File: config.mk
export PLATFORM = sky130hd
export DESIGN_NAME = rgb_fade_sequencer
export DESIGN_NICKNAME = d
export VERILOG_FILES = /design/src/rfs_pkg.sv /design/src/rfs_mul.sv /design/src/rfs_seq.sv /design/src/rgb_fade_sequencer.sv
export SDC_FILE = /design/constraint.sdc
export NUM_CORES = 2
export LEC_CHECK = 0
export BUFFER_PORTS_ARGS = -buffer_cell sky130_fd_sc_hd__buf_2
export CORE_ASPECT_RATIO = 1.4
export CORE_UTILIZATION = 40
export DETAILED_ROUTE_END_ITERATION = 10
export PLACE_DENSITY_LB_ADDON = 0.12
export SYNTH_ARGS = -nofsm -noshare
export SYNTH_HDL_FRONTEND = slang
export SYNTH_SLANG_ARGS = --single-unit
File: constraint.sdc
create_clock -name clk -period 10 [get_ports clk]
set_input_delay 3 -clock clk [delete_from_list [all_inputs] [get_ports clk]]
set_output_delay 3 -clock clk [all_outputs]
set_load 0.01 [all_outputs]
File: src/rfs_pkg.sv
// ----------------------------------------------------------------------------
// rfs_pkg
// Shared types, constants and the fade pattern table of the RGB fade
// sequencer.
// ----------------------------------------------------------------------------
package rfs_pkg;

    // Request codes carried in req_type.
    typedef enum logic [1:0] {
        REQ_TICK     = 2'd0,
        REQ_LOOP_OFF = 2'd1,
        REQ_LOOP_ON  = 2'd2,
        REQ_TOGGLE   = 2'd3
    } req_code_t;

    // Configuration register indexes.
    typedef enum logic [1:0] {
        CFG_PWM_PERIOD = 2'd0,
        CFG_LEVEL_HIGH = 2'd1,
        CFG_LEVEL_MID  = 2'd2
    } cfg_addr_t;

    // Pattern table level codes.
    typedef enum logic [1:0] {
        LC_ZERO = 2'd0,
        LC_MID  = 2'd1,
        LC_HIGH = 2'd2
    } lvl_code_t;

    localparam int          STEPS_DEF      = 21;
    localparam int          CFG_IDX_W      = 2;
    localparam int          CFG_DATA_W     = 16;
    localparam int          DUTY_W         = 16;
    localparam int          LVL_W          = 7;
    localparam int          IDX_W          = 5;
    localparam int          MUL_W          = 32;

    localparam logic [15:0] PWM_PERIOD_RST = 16'd1000;
    localparam logic [6:0]  LEVEL_HIGH_RST = 7'd30;
    localparam logic [6:0]  LEVEL_MID_RST  = 7'd15;
    localparam logic [6:0]  BRIGHT_MAX     = 7'd100;

    // x / 10000 == (x * RECIP) >> RECIP_SHIFT, exact for every x below 2**30.
    localparam logic [30:0] RECIP          = 31'd1759218605;
    localparam int          RECIP_SHIFT    = 44;

    typedef struct packed {
        logic [1:0] req_type;
        logic [6:0] brightness;
    } req_t;

    typedef struct packed {
        logic [15:0] red_duty;
        logic [15:0] green_duty;
        logic [15:0] blue_duty;
        logic        duty_valid;
    } rsp_t;

    typedef struct packed {
        logic [15:0] pwm_period;
        logic [6:0]  level_high;
        logic [6:0]  level_mid;
    } cfg_t;

    typedef struct packed {
        logic [MUL_W-1:0] a;
        logic [MUL_W-1:0] b;
    } mul_op_t;

    // Returns the {red, green, blue} level codes of one pattern row.
    function automatic logic [5:0] pattern_row(input logic [IDX_W-1:0] row);
        logic [5:0] codes;
        unique case (row)
            5'd1:    codes = {LC_MID,  LC_ZERO, LC_ZERO};
            5'd2:    codes = {LC_HIGH, LC_ZERO, LC_ZERO};
            5'd4:    codes = {LC_ZERO, LC_MID,  LC_ZERO};
            5'd5:    codes = {LC_ZERO, LC_HIGH, LC_ZERO};
            5'd7:    codes = {LC_ZERO, LC_ZERO, LC_MID};
            5'd8:    codes = {LC_ZERO, LC_ZERO, LC_HIGH};
            5'd10:   codes = {LC_MID,  LC_ZERO, LC_MID};
            5'd11:   codes = {LC_HIGH, LC_ZERO, LC_HIGH};
            5'd13:   codes = {LC_MID,  LC_MID,  LC_ZERO};
            5'd14:   codes = {LC_HIGH, LC_HIGH, LC_ZERO};
            5'd16:   codes = {LC_ZERO, LC_MID,  LC_MID};
            5'd17:   codes = {LC_ZERO, LC_HIGH, LC_HIGH};
            5'd19:   codes = {LC_HIGH, LC_HIGH, LC_HIGH};
            default: codes = {LC_ZERO, LC_ZERO, LC_ZERO};
        endcase
        return codes;
    endfunction

endpackage

File: src/rfs_mul.sv
// ----------------------------------------------------------------------------
// rfs_mul
// Shared registered multiplier used for every product of the duty math.
// ----------------------------------------------------------------------------
module rfs_mul
    import rfs_pkg::*;
(
    input  logic                 clk,
    input  mul_op_t              op,
    output logic [2*MUL_W-1:0]   p_reg
);

    always_ff @(posedge clk)
    begin
        p_reg <= op.a * op.b;
    end

endmodule

File: src/rfs_seq.sv
// ----------------------------------------------------------------------------
// rfs_seq
// Sequencer of the fade: level stepping, pattern index, loop mode and the
// per-channel schedule of the shared multiplier.
// ----------------------------------------------------------------------------
module rfs_seq
    import rfs_pkg::*;
#(
    parameter int STEPS = STEPS_DEF
)
(
    input  logic                 clk,
    input  logic                 rst_n,
    input  logic                 start,
    input  req_t                 req,
    input  cfg_t                 cfg,
    output logic                 busy,
    output mul_op_t              mul_op,
    input  logic [2*MUL_W-1:0]   mul_p,
    output logic                 res_valid,
    output rsp_t                 res,
    input  logic                 res_take
);

    typedef enum logic [5:0] {
        S_IDLE = 6'b000001,
        S_PB   = 6'b000010,
        S_LV   = 6'b000100,
        S_RC   = 6'b001000,
        S_WR   = 6'b010000,
        S_DONE = 6'b100000
    } state_t;

    localparam logic [IDX_W:0] STEPS_L = (IDX_W+1)'(STEPS);

    state_t              state_reg, state_next;
    logic [1:0]          ch_reg, ch_next;
    logic [6:0]          bright_reg, bright_next;
    logic [22:0]         pb_reg, pb_next;
    logic [LVL_W-1:0]    lvl_reg [3];
    logic [LVL_W-1:0]    lvl_next [3];
    logic [DUTY_W-1:0]   duty_reg [3];
    logic [DUTY_W-1:0]   duty_next [3];
    logic [IDX_W-1:0]    idx_reg, idx_next;
    logic                loop_on_reg, loop_on_next;
    logic                dvalid_reg, dvalid_next;

    logic [1:0]          req_eff;
    logic [IDX_W-1:0]    idx_use;
    logic [IDX_W:0]      idx_inc;
    logic [5:0]          row_codes;
    logic [LVL_W-1:0]    tgt [3];
    logic                all_match;
    logic [16:0]         quot;

    function automatic logic [LVL_W-1:0] code_level(input logic [1:0] code,
                                                    input cfg_t c);
        logic [LVL_W-1:0] lv;
        unique case (code)
            LC_HIGH: lv = c.level_high;
            LC_MID:  lv = c.level_mid;
            default: lv = '0;
        endcase
        return lv;
    endfunction

    assign quot = mul_p[RECIP_SHIFT+16:RECIP_SHIFT];

    always_comb
    begin
        req_eff = req.req_type;
        if (req.req_type == REQ_TOGGLE)
        begin
            req_eff = loop_on_reg ? REQ_LOOP_OFF : REQ_LOOP_ON;
        end

        idx_use   = ({1'b0, idx_reg} >= STEPS_L) ? '0 : idx_reg;
        idx_inc   = {1'b0, idx_use} + 1'b1;
        row_codes = pattern_row(idx_use);
        tgt[0]    = code_level(row_codes[5:4], cfg);
        tgt[1]    = code_level(row_codes[3:2], cfg);
        tgt[2]    = code_level(row_codes[1:0], cfg);
        all_match = (lvl_reg[0] == tgt[0]) && (lvl_reg[1] == tgt[1])
                    && (lvl_reg[2] == tgt[2]);
    end

    always_comb
    begin
        state_next   = state_reg;
        ch_next      = ch_reg;
        bright_next  = bright_reg;
        pb_next      = pb_reg;
        idx_next     = idx_reg;
        loop_on_next = loop_on_reg;
        dvalid_next  = dvalid_reg;
        for (int i = 0; i < 3; i++)
        begin
            lvl_next[i]  = lvl_reg[i];
            duty_next[i] = duty_reg[i];
        end
        mul_op = '0;

        unique case (state_reg)
            S_IDLE:
            begin
                if (start)
                begin
                    state_next = S_DONE;
                    if (req_eff == REQ_LOOP_OFF)
                    begin
                        loop_on_next = 1'b0;
                        dvalid_next  = 1'b1;
                        for (int i = 0; i < 3; i++)
                        begin
                            duty_next[i] = '0;
                        end
                    end
                    else if (req_eff == REQ_LOOP_ON)
                    begin
                        loop_on_next = 1'b1;
                        dvalid_next  = 1'b1;
                        for (int i = 0; i < 3; i++)
                        begin
                            duty_next[i] = cfg.pwm_period;
                        end
                    end
                    else if (!loop_on_reg)
                    begin
                        dvalid_next = 1'b0;
                        for (int i = 0; i < 3; i++)
                        begin
                            duty_next[i] = '0;
                        end
                    end
                    else
                    begin
                        state_next  = S_PB;
                        ch_next     = 2'd0;
                        dvalid_next = 1'b1;
                        bright_next = (req.brightness > BRIGHT_MAX) ? BRIGHT_MAX
                                                                    : req.brightness;
                        for (int i = 0; i < 3; i++)
                        begin
                            if (lvl_reg[i] < tgt[i])
                            begin
                                lvl_next[i] = lvl_reg[i] + 1'b1;
                            end
                            else if (lvl_reg[i] > tgt[i])
                            begin
                                lvl_next[i] = lvl_reg[i] - 1'b1;
                            end
                        end
                        if (all_match)
                        begin
                            idx_next = (idx_inc >= STEPS_L) ? '0 : idx_inc[IDX_W-1:0];
                        end
                        else
                        begin
                            idx_next = idx_use;
                        end
                    end
                end
            end
            S_PB:
            begin
                mul_op.a   = MUL_W'(cfg.pwm_period);
                mul_op.b   = MUL_W'(bright_reg);
                state_next = S_LV;
            end
            S_LV:
            begin
                // The first channel takes period * brightness straight from the
                // multiplier and keeps it for the other two.
                if (ch_reg == 2'd0)
                begin
                    pb_next  = mul_p[22:0];
                    mul_op.a = MUL_W'(mul_p[22:0]);
                end
                else
                begin
                    mul_op.a = MUL_W'(pb_reg);
                end
                mul_op.b   = MUL_W'(lvl_reg[ch_reg]);
                state_next = S_RC;
            end
            S_RC:
            begin
                mul_op.a   = MUL_W'(mul_p[29:0]);
                mul_op.b   = MUL_W'(RECIP);
                state_next = S_WR;
            end
            S_WR:
            begin
                duty_next[ch_reg] = quot[16] ? '1 : quot[15:0];
                if (ch_reg == 2'd2)
                begin
                    state_next = S_DONE;
                end
                else
                begin
                    ch_next    = ch_reg + 1'b1;
                    state_next = S_LV;
                end
            end
            S_DONE:
            begin
                if (res_take)
                begin
                    state_next = S_IDLE;
                end
            end
            default:
            begin
                state_next = S_IDLE;
            end
        endcase
    end

    always_ff @(posedge clk or negedge rst_n)
    begin
        if (!rst_n)
        begin
            state_reg   <= S_IDLE;
            ch_reg      <= 2'd0;
            idx_reg     <= '0;
            loop_on_reg <= 1'b1;
            for (int i = 0; i < 3; i++)
            begin
                lvl_reg[i] <= '0;
            end
        end
        else
        begin
            state_reg   <= state_next;
            ch_reg      <= ch_next;
            idx_reg     <= idx_next;
            loop_on_reg <= loop_on_next;
            for (int i = 0; i < 3; i++)
            begin
                lvl_reg[i] <= lvl_next[i];
            end
        end
    end

    always_ff @(posedge clk)
    begin
        bright_reg <= bright_next;
        pb_reg     <= pb_next;
        dvalid_reg <= dvalid_next;
        for (int i = 0; i < 3; i++)
        begin
            duty_reg[i] <= duty_next[i];
        end
    end

    assign busy           = (state_reg != S_IDLE);
    assign res_valid      = (state_reg == S_DONE);
    assign res.red_duty   = duty_reg[0];
    assign res.green_duty = duty_reg[1];
    assign res.blue_duty  = duty_reg[2];
    assign res.duty_valid = dvalid_reg;

endmodule

File: src/rgb_fade_sequencer.sv
// ----------------------------------------------------------------------------
// rgb_fade_sequencer
// RGB LED color-fade sequencer with PWM duty computation.
// ----------------------------------------------------------------------------
// Usage:
// Requests enter on the req channel (req_valid / req_stall / req). Each
// request is a fade tick carrying a brightness, or a loop off, loop on or
// loop toggle command. Every request yields exactly one transfer on the rsp
// channel (rsp_valid / rsp_stall / rsp) with the three PWM compare values.
// A mode command, or a tick while the loop is off, goes straight to the done
// state, from which its result is loaded into the output register. A tick
// while looping runs ten passes of the shared multiplier sequence (one for
// period * brightness, then three per color: times level, times the
// reciprocal of 10000, write back) before it reaches the done state.
// req_stall is high while a request is in progress. A finished result waits
// in the output register while rsp_stall is high; the next request is still
// taken and held in its last step until the output register frees up.
// Reset clears the levels and pattern index, turns the loop on and loads the
// default registers. The user writes registers through cfg_we / cfg_index /
// cfg_data only while no request is in progress; the block does not enforce it.
// ----------------------------------------------------------------------------
module rgb_fade_sequencer
    import rfs_pkg::*;
#(
    parameter int STEPS = STEPS_DEF
)
(
    input  logic                    clk,
    input  logic                    rst_n,
    input  logic                    req_valid,
    output logic                    req_stall,
    input  req_t                    req,
    output logic                    rsp_valid,
    input  logic                    rsp_stall,
    output rsp_t                    rsp,
    input  logic                    cfg_we,
    input  logic [CFG_IDX_W-1:0]    cfg_index,
    input  logic [CFG_DATA_W-1:0]   cfg_data
);

    cfg_t                 cfg_reg;
    rsp_t                 rsp_reg;
    logic                 rsp_valid_reg;
    logic                 busy;
    logic                 start;
    mul_op_t              mul_op;
    logic [2*MUL_W-1:0]   mul_p;
    logic                 res_valid;
    rsp_t                 res;
    logic                 res_take;

    always_ff @(posedge clk or negedge rst_n)
    begin
        if (!rst_n)
        begin
            cfg_reg.pwm_period <= PWM_PERIOD_RST;
            cfg_reg.level_high <= LEVEL_HIGH_RST;
            cfg_reg.level_mid  <= LEVEL_MID_RST;
        end
        else if (cfg_we)
        begin
            unique case (cfg_index)
                CFG_PWM_PERIOD: cfg_reg.pwm_period <= cfg_data;
                CFG_LEVEL_HIGH: cfg_reg.level_high <= cfg_data[LVL_W-1:0];
                CFG_LEVEL_MID:  cfg_reg.level_mid  <= cfg_data[LVL_W-1:0];
                default:        cfg_reg            <= cfg_reg;
            endcase
        end
    end

    assign start     = req_valid && !busy;
    assign req_stall = busy;
    assign res_take  = res_valid && (!rsp_valid_reg || !rsp_stall);

    rfs_mul u_mul (
        .clk   (clk),
        .op    (mul_op),
        .p_reg (mul_p)
    );

    rfs_seq #(
        .STEPS (STEPS)
    ) u_seq (
        .clk       (clk),
        .rst_n     (rst_n),
        .start     (start),
        .req       (req),
        .cfg       (cfg_reg),
        .busy      (busy),
        .mul_op    (mul_op),
        .mul_p     (mul_p),
        .res_valid (res_valid),
        .res       (res),
        .res_take  (res_take)
    );

    // Output register: loads when empty or when its current transfer completes.
    always_ff @(posedge clk or negedge rst_n)
    begin
        if (!rst_n)
        begin
            rsp_valid_reg <= 1'b0;
        end
        else if (res_take)
        begin
            rsp_valid_reg <= 1'b1;
        end
        else if (!rsp_stall)
        begin
            rsp_valid_reg <= 1'b0;
        end
    end

    always_ff @(posedge clk)
    begin
        if (res_take)
        begin
            rsp_reg <= res;
        end
    end

    assign rsp_valid = rsp_valid_reg;
    assign rsp       = rsp_reg;

endmodule

# --- After elaboration in Yosys (flattened, before gate mapping) ---
# Memory sizes are Yosys's and may differ from the RTL's.
# Cells that the tools add are included.
word_totals:
  output_inout_bits: 51
  register_bits: 207
  mem_bits_rw: 48
  in_bits: 32
  rom_bits: 192
  mem_count: 2
  elab_cells: 148
mem_list:
  columns: ["name", "depth", "word_bits", "rd", "rd_clocked_by_memory_dff", "wr", "line", "source"]
  rows:
  - ["(no name shown)", 32, 6, 1, 0, 0, "rfs_pkg.sv:73", "unique case (row)"]
  - ["u_seq.duty_reg", 3, 16, 3, 0, 3, "rfs_seq.sv:42", "logic [DUTY_W-1:0] duty_reg [3];"]
op_classes:
  n_bitwise: 3
  magnitude_cmp: 11
  mul: 1
  add_sub_neg: 8
  n_reduce_logical: 29
  eq_ne: 29
  n_mux: 46
op_table:
  columns: ["cell", "n"]
  rows:
  - ["two-way mux 48 bit", 4]
  - ["case mux 62 bit (3 select lines)", 1]
  - ["case mux 48 bit (2 select lines)", 1]
  - ["multiplier 32 x 32 -> 61 bit", 1]
  - ["two-way mux 7 bit", 8]
  - ["bitwise mux 48 bit", 1]
  - ["case mux 7 bit (2 select lines)", 3]
  - ["two-way mux 6 bit", 6]
  - ["case mux 6 bit (6 select lines)", 1]
  - ["demux 16 bit (select 2 bit)", 1]
  - ["two-way mux 16 bit", 2]
  - ["AND reduction 6 bit", 4]
  - ["two-way mux 23 bit", 1]
  - ["adder 7 x 1 -> 7 bit, second input constant", 3]
  - ["equality test 7 bit", 3]
  - ["> comparator 7 bit", 3]
  - ["less-than comparator 7 bit", 3]
  - ["subtractor 7 x 1 -> 7 bit, second input constant", 3]
  - ["two-way mux 5 bit", 3]
  - ["binary-select mux 7 bit (select 2 bit)", 1]
  - ["equality test 2 bit, second input constant", 7]
  - ["two-way mux 2 bit", 7]
  - ["AND reduction 2 bit", 6]
  - ["equality test 2 x 1 -> 1 bit, second input constant", 5]
  - ["other kinds (28)", 49]

# --- Logic depth before layout (Yosys ltp) ---
# An unclocked memory read counts as a cell.
depth:
  ltp_word: 9
  depth_mapped: 35
  ltp_nobuf: 32

# --- Modules after synthesis ---
# Synthesis repeated with hierarchy kept, for this count alone.
unflattened:
  cells_unflattened: 4611
  hier_area_um2: 44786.7
modules_own_cells:
  columns: ["module", "area_per_inst_um2", "cells_per_inst", "instances", "seq_area_each_um2"]
  rows:
  - ["rfs_mul", 34828.4, 3788, 1, 1281.2]
  - ["rfs_seq", 7289.5, 706, 1, 3250.6]
  - ["rgb_fade_sequencer", 2668.8, 117, 1, 2264.7]

# --- Worst setup path after synthesis ---
# Ideal clock, no wire load.
synth_path:
  kind: "register to register"
  start: "reg u_seq.state_reg[5]"
  end: "reg u_mul.p_reg[49]"
  stages_incl_launch_ff: 32
  period_less_slack_ps: 9060
  required_ps: 9928
  setup_slack_ps: 940
  n_path_buf: 1
  setup_time_ps: 72
  t_arrival_ps: 8987
  path_cell_list: "dfrtp_1 > or4_4 > nor3b_2 > and2_1 > or2_1 > buf_4 > a222oi_1 > nor2b_1 > ha_1 > inv_1 > fa_1 > inv_1 > fa_1 > inv_1 > fa_1 > inv_1 > fa_1 > fa_1 > fa_1 > inv_1 > fa_1 > inv_1 > ha_1 > a21o_1 > a21o_1 > a2111oi_4 > o32ai_1 > a311oi_1 > nand2_1 > a211o_1 > a21oi_2 > xnor2_1"
synth_between:
  elab_chain_len: 3
  elab_cells_between_ends: 5
  classes_between: "1 x mul; 3 x eq/ne; 1 x mux"
synth_rtl:
  columns: ["item", "line", "source"]
  rows:
  - ["from (decl)", "rfs_seq.sv:36", "state_t state_reg, state_next;"]
  - ["from (signal assigned)", "rfs_seq.sv:234", "state_reg <= state_next;"]
  - ["equality test 6 x 4 -> 1 bit, or another cell as far along", "rfs_seq.sv:103", "unique case (state_reg)"]
  - ["case mux 62 bit (3 select lines) *", "rfs_seq.sv:103", null]
  - ["multiplier 32 x 32 -> 61 bit *", "rfs_mul.sv:15", "p_reg <= op.a * op.b;"]
  - ["to (signal assigned)", "rfs_mul.sv:15", null]
  - ["to (decl)", "rfs_mul.sv:10", "output logic [2*MUL_W-1:0] p_reg"]
# Every way passes the cells marked *; elsewhere a longest branch is shown, timed or not.
# A chain may end at the register's enable or synchronous reset.

# --- Worst setup path after layout ---
# Same ends and word-level chain as after synthesis.

==> metrics.txt <==
final cell utilization of the core=0.439; worst r2r path cells=33; register area share after synthesis=0.213; RSZ-0062 raised after global routing=false; grt total ovfl=0; # DRC=0; post-synthesis cell type count=75; reg2reg start=u_seq.state_reg[5]; commonest cells in the netlist=678 x inv_1, 503 x fa_1, 405 x ha_1, 171 x nor2_1, 130 x nand2_1; CP Max Fanout=25; worst vdd ir=119 uV; worst slew pin tran=1.27 ns; die width=about 230 um; area grow syn2layout=8.74%; GRT Util Overall=0.245; Final setup violation count=0; layout cells sized above 1=0.0865; Pre-Repair DR Iteration Count=6; Vias/cell=5.15; largest net degree at the start of global routing=67; port bufs=82; die area=~77000 um^2; DIE HEIGHT=328 um; period utilization=0.946; post-route ant nets=0; vias in the first global route=22956; drt total wl=roughly 90000 um; Worst Setup Slack, final=between 0.5 and 0.6 ns; CP most frequent cell=fa_1; Req. time, crit path=10.48 ns; Top delay family on crit path=adder cells; maxcap violations=0; kind of end point of the critical path=register; fill count=7283; Setup TNS=0 ns; WL per Instance=22.8 um; Hold Crit Class=reg -> reg; slew margin rel.=0.156; CP Class=reg -> reg; dpl hpwl=77400 um; post-synth top area cell=fa_1; hold-fix buffers at CTS=0; wire length of the first global-routing pass=139000 um; Num CTS Buffers=25; initial detailed-routing violation count=approximately 1100; final hold vios=0; Synth top area share=0.332; via count=20427; clock sinks=241; critical path startpoint category=register; cell count after synthesis=about 2900; PwrDens=110 nW/um^2; starting density of the core=0.404; fin cells=3963; nets@finish=3915; Post-synth ARST share=0.274; crit path buf inv count=9; Syn Area/Cell=10.6 um^2; crit path DAT=9.94 ns; post-cts sizing count=0; Final min period=around 9.5 ns; postcts setup bufs=0; final design area excluding fillers=~33000 um^2; status=complete, no violations; Placer Congestion=0.940; Synthesis Warnings=0; row cnt=119; Slew Limit Fails=0; maximum root-to-sink buffer count=3; antenna violations before repair=5; count leader, synth=inv_1; CP max-delay cell=or4_4; number of synthesized register bits=241; overall power=between 3 and 4 mW; Fmax achieved=106 MHz; core area=~75000 um^2; CP endpoint=u_mul.p_reg[49]; Hold WS=0.416 ns; worst-case clock skew=between 0.008 and 0.009 ns; htree depth=1; R2R setup slack=0.54 ns; Worst-Skew Late Latency=about 0.55 ns; clk slew on worst S/H paths=0.07 ns; post-place setup slack=0.597 ns; CP peak stage delay=0.57 ns; Reg2Reg Capture Point=u_mul.p_reg[49]; CTS root buffer=clkbuf_16; Mapped Area=30300 um^2; cell total after placement=roughly 4000; CTS tree=done; EDFF count, synth=128; hold_sp=u_seq.duty_reg[0][44]; Primary FF master, synth=edfxtp_1; critical path depth in cells=33; io pins=83; max reg flops=49; Placed Area=32100 um^2; Leakage Power=17.0 nW; Critical Path Start=u_seq.state_reg[5]; top post-synthesis cells by area=fa_1 33%, ha_1 17%, edfxtp_1 13%, inv_1 8.4%, dfrtp_1 4.1%
-- routing by layer --
layer  routed length [um]  part of all wire  global-route usage  up-vias
li1                     -                 -                   -     9328
met1                34000              0.38               0.280    10470
met2                48200              0.53               0.453      457
met3                 2440             0.027              0.0141      170
met4                 5570             0.062               0.128        2
met5                   13           0.00014                   0        -
-- kinds of logic (layout without fill, tap and decap cells) --
| group | after synthesis | in the layout | synth area share |
|---|---|---|---|
| flip-flops | 241 | 241 | 0.213 |
| AND/OR/NAND/NOR | 508 | 508 | 0.0803 |
| other | 2 | 22 | 0.000248 |
| buffers and inverters | 731 | 841 | 0.0912 |
| multiplexers | 47 | 47 | 0.0171 |
| AO/OA/AOI/OAI | 359 | 359 | 0.0783 |
| adder cells (fa/ha/maj) | 908 | 908 | 0.500 |
| XOR/XNOR | 69 | 69 | 0.0200 |
-- how the worst min path moves through the flow --
stage	slack [ns]	end	depth (start not counted)
floorplan	0.40	rsp[0]	0
global placement	0.40	rsp[41]	0
detailed placement	0.40	rsp[0]	0
CTS	0.42	rsp[13]	0
global route	0.42	rsp[5]	0
finish	0.42	rsp[13]	0
-- layout by cell type (no fill, tap or decap), types with 12 or more instances in the layout --
| cell | synthesis | final |
|---|---|---|
| a222oi_1 | 14 | 14 |
| clkbuf_16 | 0 | 25 |
| nor2_1 | 171 | 171 |
| mux2_2 | 39 | 39 |
| nand2b_1 | 19 | 19 |
| xnor2_1 | 41 | 41 |
| dfstp_2 | 16 | 16 |
| or2_2 | 25 | 25 |
| o21ai_0 | 102 | 102 |
| and2_1 | 28 | 28 |
| nor3_1 | 12 | 12 |
| nand3_1 | 24 | 24 |
| a22oi_1 | 33 | 33 |
| edfxtp_1 | 128 | 128 |
| a21o_1 | 44 | 44 |
| xor2_1 | 28 | 28 |
| nand4_1 | 12 | 12 |
| fa_1 | 503 | 503 |
| conb_1 | 2 | 21 |
| dfrtp_1 | 50 | 50 |
| dfxtp_1 | 47 | 47 |
| nand2_1 | 130 | 130 |
| or2_1 | 41 | 41 |
| ha_1 | 405 | 405 |
| a21oi_1 | 77 | 76 |
| inv_1 | 678 | 678 |
| buf_2 | 6 | 82 |
| buf_4 | 3 | 33 |
-- power by group --
group	internal (mW)	total [mW]	switching [mW]
Clock	0.572	0.994	0.422
Combinational	0.540	1.23	0.685
Sequential	1.23	1.39	0.166
Total	2.34	3.61	1.27
-- final cells by class --
type                       instances  area [um^2]  share of cell area
antenna                            1         2.50           0.0000760
clock buffer                      28          637              0.0193
clock inverter                    18          231             0.00703
inverter                         680         2550              0.0775
multi-input combinational       1912        21200               0.643
sequential                       241         6460               0.196
tap                              968         1210              0.0368
timing repair buffer             115          658              0.0200
Note: power is estimated with default switching activity, not from simulation.
